**config.mk**
```make
export PLATFORM = sky130hd
export DESIGN_NAME = stable_priority_ready_queue_core
export DESIGN_NICKNAME = d
export VERILOG_FILES = /design/src/spq_pkg.sv /design/src/spq_cell.sv /design/src/stable_priority_ready_queue_core.sv
export VERILOG_INCLUDE_DIRS = /design/src /design/src/src
export SDC_FILE = /design/constraint.sdc
export NUM_CORES = 1
export LEC_CHECK = 0
export BUFFER_PORTS_ARGS = -buffer_cell sky130_fd_sc_hd__buf_2
export CORE_ASPECT_RATIO = 1.4
export CORE_MARGIN = 3
export CORE_UTILIZATION = 28
export CTS_CLUSTER_SIZE = 24
export DETAILED_ROUTE_END_ITERATION = 10
export SLEW_MARGIN = 20
export SYNTH_ARGS = -nofsm -noshare
export SYNTH_HDL_FRONTEND = slang
export SYNTH_SLANG_ARGS = --single-unit
```
**constraint.sdc**
```tcl
create_clock -name clock -period 12.2 [get_ports clock]
set_input_delay 2.44 -clock clock [delete_from_list [all_inputs] [get_ports clock]]
set_output_delay 2.44 -clock clock [all_outputs]
set_load 0.01 [all_outputs]
```
**src/stable_priority_ready_queue_core_assert.svh**
```systemverilog
// assertion macros for the stable priority ready queue
`ifndef STABLE_PRIORITY_READY_QUEUE_CORE_ASSERT_SVH
`define STABLE_PRIORITY_READY_QUEUE_CORE_ASSERT_SVH

// checked property, quiet while reset is high
`define SPQ_ASSERT(label, prop, msg) \
   label: assert property (@(posedge clock) disable iff (reset) prop) else $error(msg);

// checked property, also during reset
`define SPQ_ASSERT_ALWAYS(label, prop, msg) \
   label: assert property (@(posedge clock) prop) else $error(msg);

`endif

```
**src/spq_pkg.sv**
```systemverilog
// shared types and constants of the stable priority ready queue
`timescale 1ns / 1ps

package spq_pkg;

   localparam int QUEUE_DEPTH = 16;

   localparam int ID_W   = 8;
   localparam int PRIO_W = 4;
   localparam int STAT_W = 3;

   // request commands
   localparam logic CMD_ENQ = 1'b0;
   localparam logic CMD_DEQ = 1'b1;

   // response status codes
   localparam logic [STAT_W-1:0] ST_ENQUEUED  = 3'd0;
   localparam logic [STAT_W-1:0] ST_DUPLICATE = 3'd1;
   localparam logic [STAT_W-1:0] ST_FULL      = 3'd2;
   localparam logic [STAT_W-1:0] ST_DEQUEUED  = 3'd3;
   localparam logic [STAT_W-1:0] ST_EMPTY     = 3'd4;

   // one queue slot
   typedef struct packed {
      logic              valid;
      logic [ID_W-1:0]   id;
      logic [PRIO_W-1:0] prio;
   } slot_type;

   // control broadcast to every cell
   typedef struct packed {
      logic              enq;
      logic              deq;
      logic [ID_W-1:0]   id;
      logic [PRIO_W-1:0] prio;
   } cell_ctl_type;

endpackage

```
**src/spq_cell.sv**
```systemverilog
// one slot of the sorted shift queue
`timescale 1ns / 1ps

module spq_cell (
   input  logic                 clock,
   input  logic                 reset,
   input  spq_pkg::cell_ctl_type ctl,
   input  spq_pkg::slot_type    left_slot,
   input  logic                 left_ge,
   input  spq_pkg::slot_type    right_slot,
   output spq_pkg::slot_type    slot,
   output logic                 ge,
   output logic                 hit
);
   import spq_pkg::*;

   logic              valid_ff;
   logic [ID_W-1:0]   id_ff;
   logic [PRIO_W-1:0] prio_ff;
   slot_type          slot_in;

   assign slot = '{valid: valid_ff, id: id_ff, prio: prio_ff};

   // entry stays ahead of a new one of equal or lower priority
   assign ge  = valid_ff && (prio_ff >= ctl.prio);
   assign hit = valid_ff && (id_ff == ctl.id);

   always_comb begin
      slot_in = slot;
      if (ctl.enq) begin
         if (ge) begin
            slot_in = slot;
         end else if (left_ge) begin
            slot_in = '{valid: 1'b1, id: ctl.id, prio: ctl.prio};
         end else begin
            slot_in = left_slot;
         end
      end else if (ctl.deq) begin
         slot_in = right_slot;
      end
   end

   always_ff @(posedge clock) begin
      if (reset) begin
         valid_ff <= 1'b0;
      end else begin
         valid_ff <= slot_in.valid;
      end
   end

   always_ff @(posedge clock) begin
      id_ff   <= slot_in.id;
      prio_ff <= slot_in.prio;
   end

endmodule

```
**src/stable_priority_ready_queue_core.sv**
```systemverilog
// top level of the stable priority ready queue: cell chain and response register
`timescale 1ns / 1ps

//  channel | direction | ports
//  --------+-----------+---------------------------------------------------------
//  req     | in        | req_valid, req_stall, req_cmd, req_proc_id, req_priority_req
//  rsp     | out       | rsp_valid, rsp_stall, rsp_status, rsp_out_id, rsp_out_priority
//
//  one request per cycle while req_stall is low; each request is answered in the next cycle by one response
//  the slot chain compares every cell against the request in parallel and shifts
//  in the same cycle, so insert and removal both complete at the edge that accepts the request
//  synchronous reset empties all slots; no clearing pass is needed
//  req_stall rises only while a response waits and rsp_stall holds it

module stable_priority_ready_queue_core (
   input  logic                        clock,
   input  logic                        reset,
   input  logic                        req_valid,
   output logic                        req_stall,
   input  logic                        req_cmd,
   input  logic [spq_pkg::ID_W-1:0]    req_proc_id,
   input  logic [spq_pkg::PRIO_W-1:0]  req_priority_req,
   output logic                        rsp_valid,
   input  logic                        rsp_stall,
   output logic [spq_pkg::STAT_W-1:0]  rsp_status,
   output logic [spq_pkg::ID_W-1:0]    rsp_out_id,
   output logic [spq_pkg::PRIO_W-1:0]  rsp_out_priority
);
   import spq_pkg::*;

`include "stable_priority_ready_queue_core_assert.svh"

   // chain wiring: cell i sees cell i-1 on its left and cell i+1 on its right
   slot_type     slot_w  [QUEUE_DEPTH];
   logic         ge_w    [QUEUE_DEPTH];
   logic         hit_vec [QUEUE_DEPTH];
   slot_type     left_w  [QUEUE_DEPTH];
   logic         lge_w   [QUEUE_DEPTH];
   slot_type     right_w [QUEUE_DEPTH];
   logic [QUEUE_DEPTH-1:0] valid_vec;

   cell_ctl_type ctl;
   logic         req_accept;
   logic         dup;
   logic         full;
   slot_type     head;

   // response register
   logic              rsp_valid_ff, rsp_valid_in;
   logic [STAT_W-1:0] rsp_status_ff, rsp_status_in;
   logic [ID_W-1:0]   rsp_out_id_ff, rsp_out_id_in;
   logic [PRIO_W-1:0] rsp_out_priority_ff, rsp_out_priority_in;

   genvar gi;
   generate
      for (gi = 0; gi < QUEUE_DEPTH; gi++) begin : g_cell
         if (gi == 0) begin : g_head
            // head has nothing ahead: a new entry lands here unless the head stays
            assign left_w[gi] = '0;
            assign lge_w[gi]  = 1'b1;
         end else begin : g_body
            assign left_w[gi] = slot_w[gi-1];
            assign lge_w[gi]  = ge_w[gi-1];
         end
         if (gi == QUEUE_DEPTH - 1) begin : g_tail
            assign right_w[gi] = '0;
         end else begin : g_mid
            assign right_w[gi] = slot_w[gi+1];
         end
         assign valid_vec[gi] = slot_w[gi].valid;

         spq_cell u_cell (
            .clock      (clock),
            .reset      (reset),
            .ctl        (ctl),
            .left_slot  (left_w[gi]),
            .left_ge    (lge_w[gi]),
            .right_slot (right_w[gi]),
            .slot       (slot_w[gi]),
            .ge         (ge_w[gi]),
            .hit        (hit_vec[gi])
         );
      end
   endgenerate

   // id already queued anywhere in the chain
   always_comb begin
      dup = 1'b0;
      for (int i = 0; i < QUEUE_DEPTH; i++) begin
         dup = dup | hit_vec[i];
      end
   end

   // valid slots are a prefix, so the tail tells fullness
   assign full = slot_w[QUEUE_DEPTH-1].valid;
   assign head = slot_w[0];

   assign req_stall  = rsp_valid_ff && rsp_stall;
   assign req_accept = req_valid && !req_stall;

   assign ctl.enq  = req_accept && (req_cmd == CMD_ENQ) && !dup && !full;
   assign ctl.deq  = req_accept && (req_cmd == CMD_DEQ) && head.valid;
   assign ctl.id   = req_proc_id;
   assign ctl.prio = req_priority_req;

   // response for this request, from the state before the update
   always_comb begin
      rsp_status_in       = rsp_status_ff;
      rsp_out_id_in       = rsp_out_id_ff;
      rsp_out_priority_in = rsp_out_priority_ff;
      if (req_accept) begin
         rsp_out_id_in       = '0;
         rsp_out_priority_in = '0;
         if (req_cmd == CMD_ENQ) begin
            if (dup) begin
               rsp_status_in = ST_DUPLICATE;
            end else if (full) begin
               rsp_status_in = ST_FULL;
            end else begin
               rsp_status_in = ST_ENQUEUED;
            end
         end else if (head.valid) begin
            rsp_status_in       = ST_DEQUEUED;
            rsp_out_id_in       = head.id;
            rsp_out_priority_in = head.prio;
         end else begin
            rsp_status_in = ST_EMPTY;
         end
      end
   end

   // response stays until taken; a new request may replace a taken one at once
   assign rsp_valid_in = req_accept || (rsp_valid_ff && rsp_stall);

   always_ff @(posedge clock) begin
      if (reset) begin
         rsp_valid_ff <= 1'b0;
      end else begin
         rsp_valid_ff <= rsp_valid_in;
      end
   end

   always_ff @(posedge clock) begin
      rsp_status_ff       <= rsp_status_in;
      rsp_out_id_ff       <= rsp_out_id_in;
      rsp_out_priority_ff <= rsp_out_priority_in;
   end

   assign rsp_valid        = rsp_valid_ff;
   assign rsp_status       = rsp_status_ff;
   assign rsp_out_id       = rsp_out_id_ff;
   assign rsp_out_priority = rsp_out_priority_ff;

   // neighbor order: a valid slot never outranks the one ahead of it
   logic [QUEUE_DEPTH-2:0] order_ok;
   generate
      for (gi = 0; gi < QUEUE_DEPTH - 1; gi++) begin : g_order
         assign order_ok[gi] = !slot_w[gi+1].valid ||
                               (slot_w[gi].prio >= slot_w[gi+1].prio);
      end
   endgenerate

   `SPQ_ASSERT_ALWAYS(a_valid_prefix,
      (reset || ((valid_vec & (valid_vec + 1'b1)) == '0)),
      "valid slots are not a prefix")
   `SPQ_ASSERT(a_sorted, (&order_ok), "queue is not sorted by priority")
   `SPQ_ASSERT(a_enq_grows,
      ctl.enq |=> ($countones(valid_vec) == $past($countones(valid_vec)) + 1),
      "enqueue did not add exactly one slot")
   `SPQ_ASSERT(a_empty_deq_holds,
      (req_accept && (req_cmd == CMD_DEQ) && !head.valid) |=> (valid_vec == '0),
      "dequeue on empty changed the queue")

endmodule

```
==> impl_metrics.json, run 1 <==
{
  "status": "finished clean",
  "clk_path_buf_depth": 3,
  "ant_nets": 0,
  "power_mw": 1.96,
  "avgSynthCellArea_um2": 11.3,
  "cts_resized": 0,
  "synthSimpleGateAreaFrac": 0.0586,
  "post-route-min-period_ns": 6.44,
  "core_area_mm2": 0.0521,
  "hpwl_um": 27800,
  "routed_via_density": 5.08,
  "grt_overflow": 0,
  "crit_required_ns": 12.36,
  "syn_nets": 1387,
  "slew_violations": 0,
  "cts_inserted_buffers": 24,
  "ys_async_sr_fraction": 0,
  "synth-seq-area-share": 0.443,
  "die_x_um": 200,
  "antenna_found_initial": 1,
  "drc": 0,
  "num_vias": 10100,
  "slowest_delay_ns": 0.74,
  "hold_path.class": "register to register",
  "finalSetupViolCount": 0,
  "setup_tns_ns": 0,
  "clock_skew_ns": 0.0122,
  "grt_pass1_wl_um": 62500,
  "synth_top_family_by_area": "multiplexers",
  "die_area_mm2": 0.0557,
  "avgRoutedWirePerCell_um": 20.6,
  "synth.area.mux_share": 0.180,
  "grt_max_degree": 90,
  "first_pass_iters": 5,
  "fillCellCount": 5312,
  "syn2layout_area_growth_pct": 7.83,
  "hold_violations": 0,
  "rows": 99,
  "peakVddDrop_uv": 84.2,
  "clock.fmax_ghz": 0.155,
  "synth_xor_area_frac": 0.0757,
  "crit_type": "primary input to register",
  "clock_latency_ns": 0.53,
  "grtUsageTotal": 0.140,
  "arrival_ns": 6.60,
  "cts_root_buf": "clkbuf_16",
  "ys_ff_latch": 224,
  "grt_setup_unrepaired": "no",
  "ys.flop_type": "edfxtp_1",
  "dr.first_iter.drc_count": 804,
  "pwr_density_cell_mw_per_mm2": 123,
  "portBuffers": 33,
  "clkTransAtPathRegs_ns": 0.06,
  "p_leak_nw": 6.47,
  "clock-sinks": 224,
  "worst_pin_slew_ns": 1.15,
  "hold_buffers": 0,
  "nNetsFinal": 1335,
  "wirelength_um": 40700,
  "yosysWarnings": 0,
  "ys_types": 45,
  "pin_count": 34,
  "finalCritPeriodShare": 0.528,
  "place_congestion": 0.839,
  "htreeDepth": 1,
  "synth_compound_area_frac": 0.135,
  "worstPathCellList": "buf_2 > xnor2_1 > nand3_1 > nor3_1 > a41oi_1 > nand4_4 > nor2_8 > buf_4 > a21o_1",
  "synth_edf_count": 207,
  "synthCells": 1310,
  "drive_gt1_frac": 0.142,
  "crit_fanout": 48,
  "grt_pass1_vias": 10200,
  "maxCapViolCount": 0,
  "cts_tree": "done",
  "synth_area_mm2": 0.0148,
  "end_kind": "register",
  "die_h_um": 278,
  "slowest_stage": "nand4_4",
  "slew_headroom": 0.233,
  "critPathLaunchType": "primary input",
  "cts_setup_buffers": 0,
  "synth_fa_ha_area_frac": 0.0507,
  "initial_core_util": 0.284
}
==> critical path: cells and delay by family <==
| kind | cells | cell delay, ns |
|---|---|---|
| and+or+nand+nor | 4 | 1.59 |
| buffers and inverters | 2 | 1.36 |
| xor gates and xnor gates | 1 | 0.15 |
| AOI/OAI and AO/OA | 2 | 0.96 |
==> cell usage in the layout (no fill, tap or decap), types with 3 or more instances in the layout <==
| cell type | instances |
|---|---|
| nand4_1 | 12 |
| nand2b_1 | 25 |
| nor2b_1 | 5 |
| edfxtp_1 | 207 |
| o21ai_0 | 244 |
| nor3_1 | 14 |
| clkinv_1 | 6 |
| ha_1 | 60 |
| xnor2_1 | 54 |
| nand3_1 | 9 |
| mux2_2 | 55 |
| clkbuf_16 | 25 |
| mux2i_1 | 143 |
| a21oi_1 | 37 |
| buf_4 | 15 |
| a41oi_2 | 3 |
| a31oi_1 | 10 |
| nand2_1 | 18 |
| clkbuf_1 | 6 |
| o21ai_1 | 3 |
| nor2_1 | 18 |
| buf_2 | 33 |
| o311a_1 | 3 |
| inv_1 | 24 |
| dfxtp_1 | 17 |
| a21o_1 | 40 |
| o31ai_1 | 11 |
| and3_1 | 13 |
| and2_1 | 19 |
| mux2_4 | 40 |
| nor4_1 | 12 |
| xor2_1 | 74 |
==> layer usage <==
layer / vias to the layer above / GRT usage / share of wire
met5: - / 0 / 0
met3: 81 / 0.0123 / 0.033
li1: 4707 / - / -
met2: 263 / 0.262 / 0.53
met1: 5011 / 0.166 / 0.40
met4: 0 / 0.0514 / 0.033
==> path summary, 6_finish.rpt <==
kind                                                 start                    endpoint  slack [ns]  depth (start not counted)
worst max-delay path                        req_proc_id[7]   g_cell[2].u_cell.id_ff[1]        5.76                          9
worst min-delay path            g_cell[14].u_cell.valid_ff  g_cell[15].u_cell.valid_ff        0.47                          2
worst max register to register                   rsp_valid   g_cell[2].u_cell.id_ff[1]        7.53                          7
worst min register to register  g_cell[14].u_cell.valid_ff  g_cell[15].u_cell.valid_ff        0.47                          2
==> report_power, final <==
group,internal [mW],switching [mW]
clock network,0.384,0.307
logic,0.126,0.183
registers,0.910,0.0463
==> synth_stat cells (2+ instances only) <==
master | count | area share
o311a_1 | 3 | 0.0020
nor2_1 | 18 | 0.0046
mux2_4 | 40 | 0.041
a41oi_1 | 2 | 0.0012
and2_1 | 19 | 0.0080
clkbuf_2 | 11 | 0.0037
nand4_1 | 12 | 0.0051
clkbuf_1 | 64 | 0.016
edfxtp_1 | 207 | 0.42
buf_4 | 16 | 0.0081
o31ai_1 | 12 | 0.0061
ha_1 | 60 | 0.051
nor2b_1 | 5 | 0.0021
and4_1 | 2 | 0.0012
nor4_1 | 12 | 0.0051
inv_1 | 24 | 0.0061
a41oi_2 | 3 | 0.0033
nand3_1 | 9 | 0.0030
dfxtp_1 | 17 | 0.023
buf_2 | 14 | 0.0047
xor2_1 | 74 | 0.044
buf_1 | 2 | 0.00051
nor3_1 | 14 | 0.0047
nand2b_1 | 25 | 0.011
a21o_1 | 40 | 0.020
o21ai_0 | 246 | 0.083
xnor2_1 | 54 | 0.032
nand4_2 | 2 | 0.0017
nand2_1 | 18 | 0.0046
a21oi_1 | 37 | 0.013
a31oi_1 | 10 | 0.0042
and3_1 | 13 | 0.0055
mux2i_1 | 143 | 0.097
buf_6 | 13 | 0.0099
mux2_2 | 55 | 0.042
buf_12 | 5 | 0.0068
==> stage by stage <==
| step | instance area (um^2) | worst slack, ns | hold slack, ns | util | cells |
|---|---|---|---|---|---|
| 2_1_floorplan | 14800 | 6.70 | 0.448 | - | 1310 |
| 3_3_place_gp | 15200 | 5.31 | 0.462 | 0.292 | 1939 |
| 3_5_place_dp | 15200 | 5.25 | 0.457 | 0.292 | 1939 |
| 4_1_cts | 16000 | 5.81 | 0.467 | 0.306 | 1980 |
| 5_1_grt | 16000 | 5.54 | 0.481 | 0.306 | 1980 |
| 6_report | 16000 | 5.76 | 0.472 | 0.306 | 1981 |
==> final cells by class <==
class | instances | area, um^2 | share of cell area
antenna | 1 | 2.50 | 0.000157
clock buffer | 33 | 676 | 0.0423
clock inverter | 8 | 36.3 | 0.00227
inverter | 24 | 90.1 | 0.00564
multi-input combinational | 936 | 7440 | 0.466
sequential | 224 | 6560 | 0.411
tap | 707 | 885 | 0.0554
timing repair buffer | 48 | 278 | 0.0174
==> sequential cells by signal, summed over array words and instances (netlist names) <==
name,cells
rsp_out_priority,4
rsp_out_id,8
g_cell.u_cell.valid_ff,16
g_cell.u_cell.prio_ff,64
rsp_status,3
rsp_valid,1
g_cell.u_cell.id_ff,128
==> cell families after synthesis <==
family,Yosys count
DFF,224
AOI/OAI and AO/OA,357
xor gates and xnor gates,128
adders and majority gates,60
buffers and inverters,150
muxes,239
and+or+nand+nor,152
No activity file was read; power rests on OpenSTA's default activity.
==> run 2, diff against run 1 <==
ABC_AREA = 1   (was unset)
clock period = 5.75 ns   (was 12.2 ns; I/O delays follow)
==> impl_metrics.json, run 2 <==
{
  "status": "finished clean",
  "num_vias": 13200,
  "peakVddDrop_uv": 186,
  "cts_resized": 0,
  "yosysWarnings": 0,
  "crit_type": "primary input to register",
  "cts_tree": "done",
  "routed_via_density": 5.14,
  "crit_fanout": 65,
  "final_common_cell": "nand2_1",
  "top_regs": "g_cell.u_cell.id_ff x128, g_cell.u_cell.prio_ff x64, g_cell.u_cell.valid_ff x16",
  "syn2layout_area_growth_pct": 11.5,
  "grt_setup_unrepaired": "no",
  "hpwl_um": 35800,
  "pin_count": 34,
  "slew_violations": 0,
  "nNetsFinal": 1984,
  "rows": 98,
  "hold_buffers": 0,
  "p_leak_nw": 7.41,
  "power.internal_mw": 3.25,
  "clk_path_buf_depth": 3,
  "core_area_mm2": 0.0513,
  "grt_pass1_vias": 12800,
  "die_h_um": 276,
  "fin_hold_ws_ns": 0.485,
  "post-route-min-period_ns": 4.31,
  "synth_top_area_frac": 0.427,
  "grt_max_degree": 66,
  "avgSynthCellArea_um2": 7.59,
  "ys.flop_type": "edfxtp_1",
  "arrival_ns": 4.67,
  "synth-seq-area-share": 0.451,
  "wirelength_um": 50200,
  "seq_area_mm2": 0.00656,
  "die_area_mm2": 0.0548,
  "syn_nets": 1993,
  "synth_area_mm2": 0.0145,
  "end_kind": "register",
  "synth_commonest_cells": "nand2_1 (730), edfxtp_1 (207), o21ai_0 (201), inv_1 (171), nor2_1 (134)",
  "grt_overflow": 0,
  "grtUsageTotal": 0.180,
  "clock_latency_ns": 0.54,
  "final_cell_mix": "nand2_1 (730), edfxtp_1 (207), o21ai_0 (196), inv_1 (171), nor2_1 (134)",
  "finalCritPeriodShare": 0.750,
  "slew_headroom": 0.269,
  "ant_nets": 0,
  "finalSetupViolCount": 0,
  "synth_edf_count": 207,
  "multi_input_area_mm2": 0.00682,
  "dr.first_iter.drc_count": 1246,
  "regMostFlops": "g_cell.u_cell.id_ff",
  "drc": 0,
  "portBuffers": 33,
  "crit_required_ns": 6.11,
  "seqPwrFrac": 0.446,
  "hold_violations": 0,
  "cts_setup_buffers": 0,
  "maxCapViolCount": 0,
  "ys_async_sr_fraction": 0,
  "drive_gt1_frac": 0.0655,
  "ys_types": 30,
  "first_pass_iters": 6,
  "cts_root_buf": "clkbuf_16",
  "clkTransAtPathRegs_ns": 0.07,
  "largest_reg_flops": 128,
  "clock-sinks": 224,
  "p_comb_frac": 0.178,
  "power.share.clock": 0.376,
  "pwr_density_cell_mw_per_mm2": 285,
  "avgRoutedWirePerCell_um": 19.5,
  "clock_skew_ns": 0.0179,
  "place_congestion": 0.901,
  "die_x_um": 199,
  "synth_area_leader_cell": "edfxtp_1",
  "hold_path.class": "register to register",
  "initial_core_util": 0.284,
  "fillCellCount": 5405,
  "setup_tns_ns": 0,
  "htreeDepth": 1,
  "ys_ff_latch": 224,
  "worst_pin_slew_ns": 1.10,
  "p_sw_frac": 0.298,
  "synth_most_common_cell": "nand2_1",
  "synth_area_leaders": "edfxtp_1 (43%), nand2_1 (19%), o21ai_0 (6.9%), ha_1 (5.2%), inv_1 (4.4%)",
  "synthCells": 1916,
  "cts_inserted_buffers": 24,
  "p_sw_mw": 1.38,
  "grt_pass1_wl_um": 76100,
  "critPathLaunchType": "primary input",
  "antenna_found_initial": 3,
  "clock.fmax_ghz": 0.232
}
[run 2: changes by cell type in the layout (fill, tap and decap cells not counted), sizes merged, moves of 25 or more]
cell / change
a21o: -40
buf: +28
inv: +151
mux2: -96
mux2i: -143
nand2: +712
nand2b: -25
nand3: +63
nor2: +116
o211ai: +46
o21a: +28
o21ai: -37
xnor2: -48
xor2: -49
[run 2: layout make-up]
class | instances | area share
antenna | 1 | 0.000154
clock buffer | 29 | 0.0401
clock inverter | 15 | 0.0137
inverter | 175 | 0.0410
multi-input combinational | 1406 | 0.421
sequential | 224 | 0.404
tap | 650 | 0.0501
timing repair buffer | 76 | 0.0301
[run 2: critical path, stage by stage]
cell      delay, ns
buf_2          0.21
inv_1          0.84
a21boi_0       0.20
nand2_1        0.11
nor2_1         0.05
nand3_1        0.09
nand2_1        0.07
nor2_1         0.15
nand2_1        0.11
nor2_4         0.14
nand2_4        0.20
inv_6          0.44
buf_4          0.58
o211ai_1       0.17
o21ai_0        0.12
[run 2: stage by stage]
step | total power, mW | instance area (um^2) | instances | util | worst slack (ns)
after floorplan | 2.62 | 14500 | 1916 | - | 1.63
after global placement | 2.89 | 15300 | 2531 | 0.299 | 0.949
after detailed placement | 2.91 | 15300 | 2531 | 0.299 | 0.940
after CTS | 4.65 | 16200 | 2575 | 0.316 | 1.51
after global routing | 4.82 | 16200 | 2575 | 0.316 | 1.18
final | 4.63 | 16200 | 2576 | 0.316 | 1.44
[run 2: cells by family (layout without fill, tap and decap cells)]
logic type | count (synthesis) | after routing | synth area share
AOI/OAI and AO/OA | 362 | 362 | 0.142
xor gates and xnor gates | 31 | 31 | 0.0187
adders and majority gates | 60 | 60 | 0.0516
buffers and inverters | 286 | 295 | 0.0817
DFF | 224 | 224 | 0.451
other | 0 | 1 | 0
and+or+nand+nor | 953 | 953 | 0.255
[run 2: path summary, 6_finish.rpt]
check,startpoint,endpoint,slack (ns),cells past startpoint
worst max-delay path,req_proc_id[7],g_cell[8].u_cell.id_ff[5],1.44,15
worst min-delay path,rsp_valid,rsp_valid,0.48,2
worst max register to register,g_cell[2].u_cell.id_ff[3],g_cell[8].u_cell.id_ff[5],2.56,16
worst min register to register,rsp_valid,rsp_valid,0.48,2
[run 2: layer usage]
layer	GRT usage	up-vias	wire, um
li1	-	6305	-
met1	0.211	6159	19200
met3	0.0172	171	2960
met5	0	-	32
met2	0.319	597	24700
met4	0.102	4	3240
[run 2: power groups by stage]
stage	registers, mW	logic (mW)	clock network (mW)
floorplan	2.05	0.568	0
global placement	2.09	0.795	0
detailed placement	2.10	0.812	0
CTS	2.06	0.816	1.77
global route	2.07	0.923	1.82
finish	2.06	0.823	1.74
==> run 3, diff against run 2 <==
clock period = 3.9 ns   (was 5.75 ns; I/O delays follow)
==> impl_metrics.json, run 3 (synthesis results as in run 2) <==
{
  "cts_setup_buffers": 0,
  "finalSetupViolCount": 0,
  "drive_gt1_frac": 0.0771,
  "cp.buffers_inverters": 5,
  "fin_util": 0.321,
  "hold_violations": 0,
  "pin_count": 34,
  "initial_core_util": 0.284,
  "cts_resized": 0,
  "slowest_stage": "buf_4",
  "arrival_ns": 3.20,
  "route.met2.wl_um": 25000,
  "largest_reg_flops": 128,
  "grtUsageTotal": 0.181,
  "fillCellCount": 5431,
  "worstPathCellList": "buf_2 > buf_4 > nand2_1 > nand2_1 > inv_1 > nand2_1 > nor2_1 > nand3_1 > nand2_1 > nor2_1 > nand2_1 > nor2_4 > buf_4 > nand3_1 > nand2_1 > buf_4",
  "crit_type": "primary input to register",
  "syn2layout_area_growth_pct": 13.1,
  "rows": 98,
  "met1_length_um": 19400,
  "top_regs": "g_cell.u_cell.id_ff x128, g_cell.u_cell.prio_ff x64, g_cell.u_cell.valid_ff x16",
  "cts_root_buf": "clkbuf_16",
  "crit_required_ns": 4.14,
  "maxCapViolCount": 0,
  "end_kind": "register",
  "grt_pass1_vias": 13200,
  "placed_cell_area_mm2": 0.0157,
  "status": "finished clean",
  "first_pass_iters": 6,
  "antenna_found_initial": 3,
  "hpwl_um": 36200,
  "avgRoutedWirePerCell_um": 19.3,
  "die_x_um": 199,
  "die_area_mm2": 0.0548,
  "clkTransAtPathRegs_ns": 0.06,
  "clock.fmax_ghz": 0.338,
  "grt_pass1_wl_um": 77100,
  "grt_setup_unrepaired": "no",
  "clock_skew_ns": 0.0114,
  "critPathLaunchType": "primary input",
  "crit_fanout": 22,
  "drc": 0,
  "pwr_density_cell_mw_per_mm2": 399,
  "top_layer": "met4",
  "cts_inserted_buffers": 23,
  "core_area_mm2": 0.0513,
  "slowest_delay_ns": 0.34,
  "p_leak_nw": 7.56,
  "ant_nets": 0,
  "peakVddDrop_uv": 323,
  "regMostFlops": "g_cell.u_cell.id_ff",
  "cts_tree": "done",
  "worst_pin_slew_ns": 0.929,
  "critPathMostFrequentCell": "nand2_1",
  "grt_max_degree": 88,
  "nNetsFinal": 2019,
  "wirelength_um": 50200,
  "portBuffers": 33,
  "clock-sinks": 224,
  "routed_via_density": 5.13,
  "seq_area_mm2": 0.00656,
  "dr.first_iter.drc_count": 1230,
  "hold_path.class": "register to register",
  "final_common_cell": "nand2_1",
  "slew_violations": 0,
  "clk_path_buf_depth": 3,
  "htreeDepth": 1,
  "fin_area_mm2": 0.0164,
  "clock_latency_ns": 0.53,
  "path_delay_family": "buffers and inverters",
  "grt_overflow": 0,
  "final_cell_mix": "nand2_1 (730), edfxtp_1 (207), o21ai_0 (196), inv_1 (171), nor2_1 (134)",
  "wl_met3_um": 2680,
  "setup_tns_ns": 0,
  "num_vias": 13400,
  "multi_input_area_mm2": 0.00681,
  "finalCritPeriodShare": 0.759,
  "hold_buffers": 0,
  "place_congestion": 0.921,
  "post-route-min-period_ns": 2.96,
  "slew_headroom": 0.380,
  "die_h_um": 276
}
run 3: worst reg2reg max path: stages, from the launching register on:
cell      delay [ns]
edfxtp_1        0.44
or2_2           0.32
nand3_1         0.11
nor2_1          0.05
nand3_1         0.07
nand2_1         0.07
nor2_1          0.09
nand2_1         0.09
nor2_4          0.13
buf_4           0.34
nand3_1         0.16
nand2_1         0.23
buf_4           0.20
run 3: area by class of cell:
cell class	instances	share of cell area
antenna	1	0.000152
clock buffer	32	0.0370
clock inverter	9	0.00715
inverter	175	0.0404
multi-input combinational	1406	0.414
sequential	224	0.399
tap	650	0.0494
timing repair buffer	112	0.0529
run 3: worst paths after layout:
kind | to | from | depth (start not counted) | slack (ns)
worst min register to register | rsp_valid | rsp_valid | 2 | 0.49
worst max-delay path | g_cell[13].u_cell.id_ff[1] | req_proc_id[5] | 16 | 0.94
worst max register to register | g_cell[13].u_cell.id_ff[1] | g_cell[15].u_cell.id_ff[6] | 12 | 1.32
worst min-delay path | rsp_valid | rsp_valid | 2 | 0.49
run 3: routing by layer:
metal	vias up	GRT usage
met5	-	0
met2	541	0.323
met4	0	0.107
met1	6326	0.209
met3	151	0.0184
li1	6371	-
run 3: per-stage QoR:
stage,instances,power [mW],worst slack [ns],hold WS [ns]
2_1_floorplan,1916,3.86,0.154,0.465
3_3_place_gp,2567,4.31,0.500,0.475
6_report,2609,6.56,0.938,0.487
5_1_grt,2608,6.85,0.755,0.506
4_1_cts,2608,6.59,1.01,0.490
3_5_place_dp,2567,4.34,0.453,0.488
run 3: power by group:
group | internal [mW] | total, mW | leakage, nW | switching [mW]
logic | 0.424 | 1.26 | 5.10 | 0.837
clock network | 1.29 | 2.25 | 0.355 | 0.963
registers | 2.88 | 3.04 | 2.10 | 0.163
